**src/rtl/b64d_pkg.sv**
```systemverilog
package b64d_pkg;

  // ASCII code of the padding character
  localparam logic [7:0] EQ_CHAR = 8'h3D;

  // Reset value of the byte limit
  localparam logic [7:0] MAX_BYTES_RESET = 8'hFF;

  // Queue between front and back
  localparam int QDEPTH = 4;
  localparam int QPTR_W = $clog2(QDEPTH);
  localparam int QCNT_W = $clog2(QDEPTH + 1);

  // One input item
  typedef struct packed {
    logic [7:0] in_char;
    logic       in_last;
  } b64d_in_t;

  // One result item
  typedef struct packed {
    logic [7:0] out_byte;
    logic       byte_valid;
    logic       out_last;
    logic [7:0] out_count;
  } b64d_out_t;

  // Work for the back end: the results one input item causes
  typedef struct packed {
    logic [2:0][7:0] bytes;
    logic [1:0]      nbytes;
    logic            last;
    logic [7:0]      count;
  } b64d_job_t;

  // Map one character to its 6-bit value; padding and unknown codes give zero
  function automatic logic [5:0] sextet_of(input logic [7:0] c);
    logic [5:0] v;
    v = 6'd0;
    if (c >= 8'h41 && c <= 8'h5A) begin
      v = 6'(c - 8'h41);
    end else if (c >= 8'h61 && c <= 8'h7A) begin
      v = 6'(c - 8'h61 + 8'd26);
    end else if (c >= 8'h30 && c <= 8'h39) begin
      v = 6'(c - 8'h30 + 8'd52);
    end else if (c == 8'h2B) begin
      v = 6'd62;
    end else if (c == 8'h2F) begin
      v = 6'd63;
    end
    return v;
  endfunction

endpackage

```
**src/rtl/b64d_front.sv**
```systemverilog
module b64d_front (
  input  logic                clk,
  input  logic                rst,
  input  logic                text_valid,
  output logic                text_ready,
  input  b64d_pkg::b64d_in_t  text,
  input  logic [7:0]          max_bytes,
  input  logic                q_ready,
  output logic                q_push,
  output b64d_pkg::b64d_job_t q_job
);

  logic [23:0] group_bits, group_bits_next;
  logic [1:0]  group_pos, group_pos_next;
  logic [1:0]  pad_marks, pad_marks_next;
  logic [7:0]  byte_count, byte_count_next;

  logic        accept;
  logic        is_pad;
  logic [1:0]  pad0, pad1, padf;
  logic [1:0]  pos1;
  logic [23:0] bits1, bitsf;
  logic        complete;
  logic [1:0]  nwant, ntake;
  logic [7:0]  avail;

  assign text_ready = q_ready;
  assign accept     = text_valid && q_ready;

  // Absorb the character, pad out a short final group, pick the bytes to emit
  always_comb begin
    is_pad = (text.in_char == b64d_pkg::EQ_CHAR);
    pad0   = (group_pos == 2'd0) ? 2'b00 : pad_marks;
    bits1  = {group_bits[17:0], b64d_pkg::sextet_of(text.in_char)};
    pad1   = pad0;
    if (is_pad && group_pos == 2'd2) begin
      pad1[0] = 1'b1;
    end
    if (is_pad && group_pos == 2'd3) begin
      pad1[1] = 1'b1;
    end
    pos1  = group_pos + 2'd1;
    bitsf = bits1;
    padf  = pad1;
    if (text.in_last && pos1 != 2'd0) begin
      case (pos1)
        2'd1: begin
          bitsf = bits1 << 18;
          padf  = 2'b11;
        end
        2'd2: begin
          bitsf = bits1 << 12;
          padf  = 2'b11;
        end
        default: begin
          bitsf   = bits1 << 6;
          padf[1] = 1'b1;
        end
      endcase
    end
    complete = (pos1 == 2'd0) || text.in_last;
    nwant    = 2'd1 + {1'b0, ~padf[0]} + {1'b0, ~padf[1]};
    avail    = (byte_count >= max_bytes) ? 8'd0 : (max_bytes - byte_count);
    if (!complete) begin
      ntake = 2'd0;
    end else if (avail < {6'd0, nwant}) begin
      ntake = avail[1:0];
    end else begin
      ntake = nwant;
    end

    // Pack the kept bytes in order, skipping the second when the third was padding
    q_job.bytes[0] = bitsf[23:16];
    q_job.bytes[1] = padf[0] ? bitsf[7:0] : bitsf[15:8];
    q_job.bytes[2] = bitsf[7:0];
    q_job.nbytes   = ntake;
    q_job.last     = text.in_last;
    q_job.count    = byte_count + {6'd0, ntake};
    q_push         = accept && (ntake != 2'd0 || text.in_last);

    // Clear everything at the end of a text
    if (text.in_last) begin
      group_bits_next = '0;
      group_pos_next  = '0;
      pad_marks_next  = '0;
      byte_count_next = '0;
    end else begin
      group_bits_next = bits1;
      group_pos_next  = pos1;
      pad_marks_next  = pad1;
      byte_count_next = q_job.count;
    end
  end

  // Advance group state on each accepted item
  always_ff @(posedge clk) begin
    if (rst) begin
      group_bits <= '0;
      group_pos  <= '0;
      pad_marks  <= '0;
      byte_count <= '0;
    end else if (accept) begin
      group_bits <= group_bits_next;
      group_pos  <= group_pos_next;
      pad_marks  <= pad_marks_next;
      byte_count <= byte_count_next;
    end
  end

endmodule

```
**src/rtl/b64d_queue.sv**
```systemverilog
module b64d_queue (
  input  logic                clk,
  input  logic                rst,
  input  logic                push,
  input  b64d_pkg::b64d_job_t push_job,
  output logic                not_full,
  input  logic                pop,
  output logic                not_empty,
  output b64d_pkg::b64d_job_t head
);

  b64d_pkg::b64d_job_t               entries [b64d_pkg::QDEPTH];
  logic [b64d_pkg::QPTR_W-1:0]       wr_ptr, rd_ptr;
  logic [b64d_pkg::QCNT_W-1:0]       fill;

  assign not_full  = (fill != b64d_pkg::QCNT_W'(b64d_pkg::QDEPTH));
  assign not_empty = (fill != '0);
  assign head      = entries[rd_ptr];

  // Store pushed jobs
  always_ff @(posedge clk) begin
    if (push) begin
      entries[wr_ptr] <= push_job;
    end
  end

  // Advance pointers and fill level
  always_ff @(posedge clk) begin
    if (rst) begin
      wr_ptr <= '0;
      rd_ptr <= '0;
      fill   <= '0;
    end else begin
      if (push) begin
        wr_ptr <= wr_ptr + 1'b1;
      end
      if (pop) begin
        rd_ptr <= rd_ptr + 1'b1;
      end
      if (push && !pop) begin
        fill <= fill + 1'b1;
      end else if (pop && !push) begin
        fill <= fill - 1'b1;
      end
    end
  end

endmodule

```
**src/rtl/b64d_back.sv**
```systemverilog
module b64d_back (
  input  logic                clk,
  input  logic                rst,
  input  logic                q_valid,
  input  b64d_pkg::b64d_job_t q_head,
  output logic                q_pop,
  output logic                result_valid,
  input  logic                result_ready,
  output b64d_pkg::b64d_out_t result
);

  logic [1:0] idx;
  logic [1:0] nres;
  logic       final_res;
  logic       take;

  // Walk through the results of the head job, one item per cycle while result_ready is high
  always_comb begin
    nres                = (q_head.nbytes == 2'd0) ? 2'd1 : q_head.nbytes;
    final_res           = (idx == nres - 2'd1);
    result_valid        = q_valid;
    result.byte_valid   = (q_head.nbytes != 2'd0);
    result.out_byte     = result.byte_valid ? q_head.bytes[idx] : 8'd0;
    result.out_last     = q_head.last && final_res;
    result.out_count    = result.out_last ? q_head.count : 8'd0;
    take                = q_valid && result_ready;
    q_pop               = take && final_res;
  end

  // Step the result index; drop back to the first on pop
  always_ff @(posedge clk) begin
    if (rst) begin
      idx <= '0;
    end else if (take) begin
      idx <= final_res ? 2'd0 : idx + 2'd1;
    end
  end

endmodule

```
**src/rtl/base64_decoder_core.sv**
```systemverilog
// Base64 decoder, standard alphabet: one ASCII character per input item, zero to
// three decoded bytes out per character, one result item per cycle. '=' and
// unknown codes decode as zero; a text ending in a short group is finished as if
// padded with '='. The final character of a text (in_last) always yields a result
// with out_last set and the text's byte total in out_count, as a bare marker with
// byte_valid low if no byte goes out. cfg_max_bytes caps the bytes of one text
// (reset 255) and may be written only while the block is idle. A character is
// taken every cycle while the four-entry job queue between the decode stage and
// the output serializer has room, and its first result can be taken in the cycle
// after it is accepted. The output port sustains one result per cycle and no
// group of characters releases more results than it has characters (three bytes
// for every four characters, at most one result for each character of a short
// final group), so any text runs at one character per cycle while the output is
// never stalled; output stalls back up into the queue and then hold the input.
module base64_decoder_core (
  input  logic                clk,
  input  logic                rst,
  input  logic                cfg_valid,
  output logic                cfg_ready,
  input  logic [7:0]          cfg_max_bytes,
  input  logic                text_valid,
  output logic                text_ready,
  input  b64d_pkg::b64d_in_t  text,
  output logic                result_valid,
  input  logic                result_ready,
  output b64d_pkg::b64d_out_t result
);

  logic [7:0]          max_bytes;
  logic                q_ready, q_push, q_valid, q_pop;
  b64d_pkg::b64d_job_t q_job, q_head;

  assign cfg_ready = 1'b1;

  // Hold the byte limit
  always_ff @(posedge clk) begin
    if (rst) begin
      max_bytes <= b64d_pkg::MAX_BYTES_RESET;
    end else if (cfg_valid) begin
      max_bytes <= cfg_max_bytes;
    end
  end

  b64d_front u_front (
    .clk        (clk),
    .rst        (rst),
    .text_valid (text_valid),
    .text_ready (text_ready),
    .text       (text),
    .max_bytes  (max_bytes),
    .q_ready    (q_ready),
    .q_push     (q_push),
    .q_job      (q_job)
  );

  b64d_queue u_queue (
    .clk       (clk),
    .rst       (rst),
    .push      (q_push),
    .push_job  (q_job),
    .not_full  (q_ready),
    .pop       (q_pop),
    .not_empty (q_valid),
    .head      (q_head)
  );

  b64d_back u_back (
    .clk          (clk),
    .rst          (rst),
    .q_valid      (q_valid),
    .q_head       (q_head),
    .q_pop        (q_pop),
    .result_valid (result_valid),
    .result_ready (result_ready),
    .result       (result)
  );

endmodule

```
**config.mk**
```make
export PLATFORM = sky130hd
export DESIGN_NAME = base64_decoder_core
export DESIGN_NICKNAME = d
export VERILOG_FILES = /design/src/rtl/b64d_pkg.sv /design/src/rtl/b64d_front.sv /design/src/rtl/b64d_queue.sv /design/src/rtl/b64d_back.sv /design/src/rtl/base64_decoder_core.sv
export SDC_FILE = /design/constraint.sdc
export NUM_CORES = 1
export LEC_CHECK = 0
export ABC_AREA = 1
export CAP_MARGIN = 20
export CORE_MARGIN = 2
export CORE_UTILIZATION = 60
export CTS_CLUSTER_SIZE = 16
export DETAILED_ROUTE_END_ITERATION = 8
export DONT_BUFFER_PORTS = 1
export PLACE_DENSITY = 0.76
export SLEW_MARGIN = 20
export SYNTH_ARGS = -nofsm -noshare
export SYNTH_HDL_FRONTEND = slang
export SYNTH_SLANG_ARGS = --single-unit
```
**constraint.sdc**
```tcl
create_clock -name clk -period 13.2 [get_ports clk]
set_input_delay 0 -clock clk [delete_from_list [all_inputs] [get_ports clk]]
set_output_delay 0 -clock clk [all_outputs]
set_load 0.01 [all_outputs]
```
==> results of run 1 <==
==> registers in the layout, indices dropped and copies added (netlist names), named ones only <==
name,cells
u_queue.entries,140
u_front.group_bits,18
max_bytes,8
u_front.byte_count,8
u_queue.fill,3
u_back.idx,2
u_front.group_pos,2
u_front.pad_marks,2
u_queue.rd_ptr,2
u_queue.wr_ptr,2
==> final cells by class <==
cell class,instances,area share (%)
Tap cell,188,2.320
Timing Repair Buffer,28,3.406
Clock buffer,17,4.195
Clock inverter,15,1.592
Multi-Input combinational cell,649,33.93
Sequential cell,189,51.15
Inverter,92,3.406
==> routing by layer <==
| layer | track usage (%) | share of wire (%) |
|---|---|---|
| met5 | 0 | 0 |
| met4 | 6.658 | 1.1 |
| met3 | 5.444 | 7.4 |
| met2 | 40.96 | 47 |
| met1 | 36.87 | 45 |
==> cell usage in the layout, fill, tap and decap left out, drive strengths merged, types with 2 or more instances in the layout <==
cell,count
o211ai,11
xnor2,3
nand3,45
a22oi,9
nand2,213
edfxtp,140
clkinv,8
dfxtp,49
bufinv,2
dlygate4sd3,17
fa,3
o221ai,9
o21ai,66
a221o,8
inv,96
nor3,4
o22ai,5
xor2,14
a21oi,104
nor2,106
buf,11
clkbuf,17
nand4,4
ha,29
a221oi,6
==> what timing repair did <==
| action | in CTS | in global routing |
|---|---|---|
| hold buffers | 18 | 0 |
| setup endpoints to repair | 0 | 0 |
| buffers inserted | 0 | 0 |
| endpoints found under the hold margin | 50 | 0 |
==> critical path: cells and delay by family (launching register included) <==
kind,cells,cell delay [ps]
and+or+nand+nor,8,1080
buffers and inverters,6,1230
xor gates and xnor gates,1,340
DFF,1,370
adders and majority gates,4,1170
AOI/OAI and AO/OA,4,910
==> where the power goes <==
| group | switching, mW | internal [mW] |
|---|---|---|
| sequential | 0.0286 | 0.701 |
| combinational | 0.320 | 0.131 |
| clock | 0.221 | 0.282 |
==> worst paths after layout <==
path,end,slack (ps)
worst max-delay path,u_front.byte_count[5],8030
worst min-delay path,u_front.group_bits[3],5
worst max register to register,u_front.byte_count[5],8030
worst min register to register,u_front.group_bits[13],470
==> metrics by stage <==
stage | hold slack, ps | total power, mW | util (%) | area (um^2)
3_5_place_dp | 76.70 | 1.175 | 61.91 | 9308
2_1_floorplan | 98.87 | 1.060 | - | 9130
6_report | 4.805 | 1.683 | 67.45 | 10140
4_1_cts | 2.317 | 1.681 | 67.08 | 10080
3_3_place_gp | 71.65 | 1.164 | 61.55 | 9253
5_1_grt | 59.23 | 1.769 | 67.45 | 10140
==> cell families (layout without fill, tap and decap cells) <==
| family | count (synthesis) | count (layout) | synth area share [%] |
|---|---|---|---|
| buffers and inverters | 138 | 152 | 5.879 |
| other | 1 | 1 | 0.04107 |
| flip-flops | 189 | 189 | 56.79 |
| XOR/XNOR | 17 | 17 | 1.631 |
| AO/OA/AOI/OAI | 223 | 223 | 14.13 |
| AND/OR/NAND/NOR | 376 | 376 | 16.90 |
| adder cells (fa/ha/maj) | 32 | 32 | 4.632 |
==> metrics.txt, run 1 <==
yosys warns 0; commonest cells in the netlist nand2_1, edfxtp_1, a21oi_1, nor2_1, inv_1; final non-filler cell total 1178; CP startpoint kind flip-flop; chip width 127.4 um; multi-input logic area 3441 um^2; antenna diode count 0; Clock Skew 19.77 ps; Worst-Skew Late Latency 440 ps; RSZ-0062 raised after global routing no; grt total ovfl 0; Clock Tree Root clkbuf_16; CTS H-tree lvls 4; Pwr per Cell Area 166.0 nW/um^2; slew margin rel. 42.98%; antenna violations before repair 0; crit path kind flip-flop to flip-flop; Post-Route Setup TNS 0 ps; Tot GR Track Use 25.85%; Syn Nets 1030; top post-synthesis cells by area edfxtp_1, dfxtp_1, nand2_1, a21oi_1, nor2_1; Cell Area, Synth 9130 um^2; nets@finish 1031; Critical Path Start u_front.group_pos[0]; Setup WS pre-CTS 8449 ps; initial core utilization 60.73%; top-count cell post-synth nand2_1; Hold Path Origin text[4]; routed vias/inst 5.829; detailed-router iteration count before antenna repair 6; critical path capture point type flip-flop; core area 15030 um^2; largest net degree at the start of global routing 72; placed instance count 1126; Die Ht 127.4 um; Seq/Total Area, Yosys 56.79%; Arr. time, crit path 5560 ps; Num CTS Buffers 17; register bit count reported by yosys 189; leakage power 3.927 nW; Synth area leader edfxtp_1; result of the run completed; Final Cycle Share 39.19%; R2R depth 23; clock tree buffer depth 2; Peak VDD IR 0.1201 mV; CP required 13580 ps; Final Hold Vio Count 0; DR WL/cell 17.13 um; Tightest Pin Transition 854.2 ps; Die ar. 16220 um^2; share of the synthesized area in the top cell type 46.05%; hold depth 5; RR Startpoint u_front.group_pos[0]; fill cell count 1108; Clock Sinks 189; initial DRC count 691; Post-CTS Resized 0; Max Fclk 0.1933 GHz; PnR worst setup slack 8027 ps; Critical Path Max Stage Delay 580 ps; CP most frequent cell inv_1; vias in the first global route 6325; FP Rows 45; max-cap violations 0; Post-synth EDFFs 140; Syn Inst Count 976; cells along the critical path inv_1 -> ha_1 -> nor2_1 -> inv_1 -> a21oi_1 -> inv_1 -> ha_1 -> ha_1 -> inv_1 -> a21oi_2 -> nor2_4 -> nand2_1 -> nand2_1 -> nand3_2 -> inv_1 -> ha_1 -> a21oi_1 -> nor2_1 -> nand3_1 -> xor2_1 -> nand2_1 -> a21oi_1 -> dlygate4sd3_1; CTS tree done; area added between synthesis and finish 11.06%; CP Max Fanout 11; port buffer count 0; first-pass GRT wire length 32490 um; FF/Latch Area 5186 um^2; Routability Congestion 0.9100; Slew Limit Fails 0; highest-delay cell along the critical path a21oi_1; final antenna-violating net count 0; DRC 0; clk slew on worst S/H paths 70 ps; syn avg cell area 9.355 um^2; Top Ports 43; via count 6866; Async SR Flop Fraction 0%; Hold/Removal Path Class input pin to flip-flop; Yosys cell types 43; ys flop type edfxtp_1; hpwl dp 12730 um; Tmin final 5173 ps; share of layout cells above drive strength 1 6.869%; final setup violation count 0; Post-Route WL 20180 um
No activity file was read; power rests on OpenSTA's default activity.
==> run 2: changes to the inputs <==
--- a/config.mk
+++ b/config.mk
@@ -8,7 +8,7 @@
 export ABC_AREA = 1
 export CAP_MARGIN = 20
 export CORE_MARGIN = 2
-export CORE_UTILIZATION = 60
+export CORE_UTILIZATION = 58
 export CTS_CLUSTER_SIZE = 16
 export DETAILED_ROUTE_END_ITERATION = 8
 export DONT_BUFFER_PORTS = 1
==> constraint.sdc (replaced) <==
create_clock -name clk -period 4.7 [get_ports clk]
set_input_delay 0 -clock clk [delete_from_list [all_inputs] [get_ports clk]]
set_output_delay 0 -clock clk [all_outputs]
set_load 0.01 [all_outputs]
==> metrics.txt, run 2 (synthesized netlist as in run 1, its figures left out) <==
result of the run completed; core area 15310 um^2; Clock Sinks 189; Die ar. 16760 um^2; detailed-router iteration count before antenna repair 7; DR WL/cell 17.36 um; initial DRC count 865; CP top delay family adder cells; critical path capture point type flip-flop; Critical Path Max Stage Delay 580 ps; Tmin final 4462 ps; Pwr per Cell Area 482.0 nW/um^2; most common cell after layout, fill and taps aside nand2_1; cells along the critical path inv_1 -> ha_2 -> nor2_1 -> buf_4 -> inv_1 -> a21oi_1 -> buf_4 -> inv_1 -> ha_1 -> ha_1 -> inv_1 -> a21oi_2 -> nor2_4 -> nand2_1 -> nand2_1 -> nand3_2 -> inv_1 -> ha_1 -> fa_1 -> nand3_2 -> xor2_2 -> nand2_1 -> a21oi_1 -> dlygate4sd3_1; area added between synthesis and finish 12.02%; Num CTS Buffers 17; fill cell count 1190; CP startpoint kind flip-flop; antenna diode count 0; share of layout cells above drive strength 1 8.048%; CP most frequent cell inv_1; cell-internal power 3.290 mW; Largest regs u_queue.entries: 140 flops, u_front.group_bits: 18 flops; Die Ht 129.5 um; most frequent cells in the layout nand2_1, edfxtp_1, a21oi_1; highest-delay cell along the critical path dlygate4sd3_1; Post-Route Setup TNS 0 ps; Tightest Pin Transition 858.9 ps; Slew Limit Fails 0; DRC 0; antenna violations before repair 0; Post-Route WL 20920 um; Worst-Skew Late Latency 440 ps; clock tree buffer depth 2; nets@finish 1035; hpwl dp 12750 um; leakage power 3.967 nW; slew margin rel. 42.66%; Hold/Removal Path Class input pin to flip-flop; vias in the first global route 6417; CTS tree done; Max Fclk 0.2241 GHz; CP Max Fanout 11; WP buf/inv 8; final non-filler cell total 1205; Tot GR Track Use 25.89%; largest net degree at the start of global routing 61; NetSw 1.639 mW; Final Hold Vio Count 0; Arr. time, crit path 4840 ps; final setup violation count 0; most flop-heavy register u_queue.entries; initial core utilization 59.62%; placed instance count 1154; Clock Tree Root clkbuf_16; crit path kind flip-flop to flip-flop; routed vias/inst 5.747; max-cap violations 0; hold_ws 31.58 ps; first-pass GRT wire length 33120 um; chip width 129.5 um; number of flip-flops in the largest register 140; clock share of power 32.9%; Peak VDD IR 0.2982 mV; Layout Utilization 66.78%; Top Ports 43; clk slew on worst S/H paths 70 ps; total power 4.929 mW; port buffer count 0; Final Cycle Share 94.95%; FP Rows 45; grt total ovfl 0; CTS H-tree lvls 4; via count 6925; Clock Skew 10.81 ps; final antenna-violating net count 0; CP required 5080 ps; Routability Congestion 0.8903; Sw Ratio 33.26%; Comb power frac 25.0%; Sequential Power Share 42.2%
[run 2: changes by cell type in the layout (fill, tap and decap cells not counted), sizes merged]
cell,previous run,this run
bufinv,2,5
dlygate4sd3,17,16
clkinvlp,1,0
clkinv,8,5
inv,96,97
buf,11,16
[run 2: path summary, 6_finish.rpt]
path,endpoint,startpoint,cells after the start,slack [ps]
hold reg to reg,max_bytes[7],max_bytes[7],2,470
setup reg to reg,u_front.byte_count[4],u_front.group_pos[0],24,240
hold / removal,u_front.group_bits[0],text[1],5,30
setup / recovery,u_front.byte_count[4],u_front.group_pos[0],24,240
[run 2: worst min-delay path, stage by stage]
cell and delay (ps):
inv_1 50, nand2_1 70, nand2_1 140, nand2_1 110, a21oi_1 60
[run 2: metrics by stage]
stage / instance area, um^2 / worst slack [ps]
2_1_floorplan: 9130 / 297.5
3_3_place_gp: 9334 / 777.0
3_5_place_dp: 9334 / 556.1
4_1_cts: 10190 / 78.21
5_1_grt: 10230 / -35.56
6_report: 10230 / 237.5
[run 2: metal layers]
metal / vias up / track usage, % / wire [um]
met4: 0 / 9.235 / 466
met1: 3239 / 36.77 / 9112
met3: 30 / 4.418 / 1675
li1: 3353 / - / -
met5: - / 0 / 0
met2: 303 / 40.65 / 9667
[run 2: area by class of cell]
cell class	count	area [um^2]	area share (%)
flip-flops and latches	189	5186	50.71
well taps	211	264.0	2.581
multi-input cells	649	3466	33.89
clock buffers	17	425.4	4.160
repair buffers	32	292.8	2.863
inverters	92	345.3	3.377
clock inverters	15	247.7	2.422
[run 2: timing repair]
item | 4_1_cts | 5_1_grt
hold buffers | 17 | 0
setup endpoints to repair | 0 | 2
resized for setup | 0 | 5
endpoints found under the hold margin | 50 | 0
setup buffers | 0 | 2
[run 2: power by group through the flow]
stage	logic (mW)	registers, mW	clock network (mW)
after CTS	1.22	2.08	1.63
after floorplan	0.932	2.05	0
after global routing	1.37	2.09	1.69
after detailed placement	1.19	2.11	0
final	1.23	2.08	1.62
after global placement	1.16	2.11	0
==> run 3: changes to the inputs <==
--- a/config.mk
+++ b/config.mk
@@ -6,13 +6,13 @@
 export NUM_CORES = 1
 export LEC_CHECK = 0
 export ABC_AREA = 1
+export BUFFER_PORTS_ARGS = -buffer_cell sky130_fd_sc_hd__clkbuf_2
 export CAP_MARGIN = 20
 export CORE_MARGIN = 2
-export CORE_UTILIZATION = 58
+export CORE_UTILIZATION = 56
 export CTS_CLUSTER_SIZE = 16
 export DETAILED_ROUTE_END_ITERATION = 8
-export DONT_BUFFER_PORTS = 1
-export PLACE_DENSITY = 0.76
+export PLACE_DENSITY = 0.77
 export SLEW_MARGIN = 20
 export SYNTH_ARGS = -nofsm -noshare
 export SYNTH_HDL_FRONTEND = slang
==> metrics.txt, run 3 (synthesized netlist as in run 1, its figures left out) <==
result of the run completed; RSZ-0062 raised after global routing no; WP buf/inv 7; Largest regs u_queue.entries: 140 flops, u_front.group_bits: 18 flops; total power 4.897 mW; Worst-Skew Late Latency 430 ps; Num CTS Buffers 17; R2R depth 24; area added between synthesis and finish 13.21%; R2R Path End u_front.byte_count[6]; Clock Tree Root clkbuf_16; Arr. time, crit path 4530 ps; highest-delay cell along the critical path fa_1; port buffer count 41; DRC 0; Post-Route Setup TNS 0 ps; max-cap violations 0; Clock Skew 8.709 ps; vias in the first global route 6576; Pwr per Cell Area 473.7 nW/um^2; detailed-router iteration count before antenna repair 5; Die ar. 17340 um^2; CP startpoint kind flip-flop; via count 7065; nets@finish 1075; r2r setup slk 530 ps; chip width 131.7 um; clk slew on worst S/H paths 70 ps; Tmin final 4170 ps; number of flip-flops in the largest register 140; most flop-heavy register u_queue.entries; Critical Path Start u_front.group_pos[0]; first-pass GRT wire length 33740 um; largest net degree at the start of global routing 57; Final Hold Vio Count 0; slew margin rel. 40.16%; hold depth 4; RR Startpoint u_front.group_pos[0]; CTS H-tree lvls 4; Top Ports 43; Routability Congestion 0.9483; CP most frequent cell inv_1; leakage power 4.080 nW; Setup WS pre-CTS 590.6 ps; Clock Sinks 189; clock tree buffer depth 2; Post-CTS Resized 0; Critical Path Max Stage Delay 440 ps; share of layout cells above drive strength 1 10.64%; CP top delay family adder cells; Max Fclk 0.2398 GHz; DR WL/cell 16.81 um; critical path capture point type flip-flop; cells along the critical path inv_1 -> ha_1 -> nor2_1 -> buf_4 -> inv_1 -> a21oi_1 -> buf_4 -> inv_1 -> ha_1 -> ha_1 -> inv_1 -> a21oi_2 -> nor2_4 -> nand2_1 -> nand2_1 -> nand3_2 -> inv_1 -> ha_1 -> fa_1 -> nand3_1 -> nor3_1 -> xor2_1 -> nand2_1 -> a21oi_1; PnR worst setup slack 530.5 ps; antenna violations before repair 0; Hold Path Origin cfg_valid; fill cell count 1265; final antenna-violating net count 0; Tightest Pin Transition 896.3 ps; crit path kind flip-flop to flip-flop; core area 15890 um^2; routed vias/inst 5.652; most common cell after layout, fill and taps aside nand2_1; Peak VDD IR 0.2833 mV; Die Ht 131.7 um; Hold/Removal Path Class input pin to flip-flop; hpwl dp 13030 um; most frequent cells in the layout nand2_1, edfxtp_1, a21oi_1; final setup violation count 0; initial DRC count 804; grt total ovfl 0; antenna diode count 0; Post-Route WL 21020 um; CP Max Fanout 11; initial core utilization 57.47%; Hold EP max_bytes[5]; Post-CTS Hold Buffers 19; Post-CTS Setup Repair Bufs 0; CTS tree done; Final Cycle Share 88.71%; CP required 5060 ps; Slew Limit Fails 0; FP Rows 46; Tot GR Track Use 24.71%
[run 3: cell type report]
class	count	area [um^2]	area share, %
inverters	92	345.3	3.341
flip-flops and latches	189	5186	50.18
multi-input cells	649	3441	33.29
repair buffers	72	485.5	4.697
clock inverters	13	175.2	1.695
clock buffers	19	432.9	4.188
well taps	216	270.3	2.615
[run 3: metal layers]
| layer | share of wire [%] | GRT usage, % |
|---|---|---|
| met5 | 0 | 0 |
| met4 | 2.2 | 8.816 |
| met3 | 5.4 | 3.704 |
| met2 | 48 | 39.91 |
| met1 | 45 | 34.22 |
[run 3: worst max path at each step]
stage | end | slack [ps] | depth (start not counted)
finish | u_front.byte_count[6] | 530 | 24
global route | u_front.byte_count[7] | 160 | 25
CTS | u_front.byte_count[7] | 550 | 25
detailed placement | u_front.byte_count[6] | 590 | 24
global placement | u_front.byte_count[7] | 770 | 25
floorplan | u_queue.entries[1][0] | 300 | 18
[run 3: stage by stage]
stage,instance area (um^2),cells,hold slack [ps],utilization (%)
after floorplan,9130,976,98.87,-
after global placement,9538,1199,207.3,60.04
after detailed placement,9538,1199,210.2,60.04
after CTS,10340,1250,82.08,65.07
after global routing,10340,1250,159.6,65.07
final,10340,1250,94.59,65.07
[run 3: worst register-to-register path, cell delays in order (launching register included)]
cell     delay [ps]
dfxtp_1         380
inv_1           110
ha_1            310
nor2_1          130
buf_4           160
inv_1            60
a21oi_1         140
buf_4           190
inv_1           150
ha_1            240
ha_1            270
inv_1            40
a21oi_2         140
nor2_4           50
nand2_1          70
nand2_1          60
nand3_2         100
inv_1           110
ha_1            250
fa_1            440
nand3_1         130
nor3_1           70
xor2_1          290
nand2_1          90
a21oi_1         130
[run 3: power by group]
group	total, mW	internal (mW)	switching (mW)	leakage, nW
sequential	2.07	1.97	0.101	1.70
combinational	1.35	0.433	0.913	2.09
clock	1.48	0.851	0.631	0.296
total	4.90	3.25	1.64	4.08
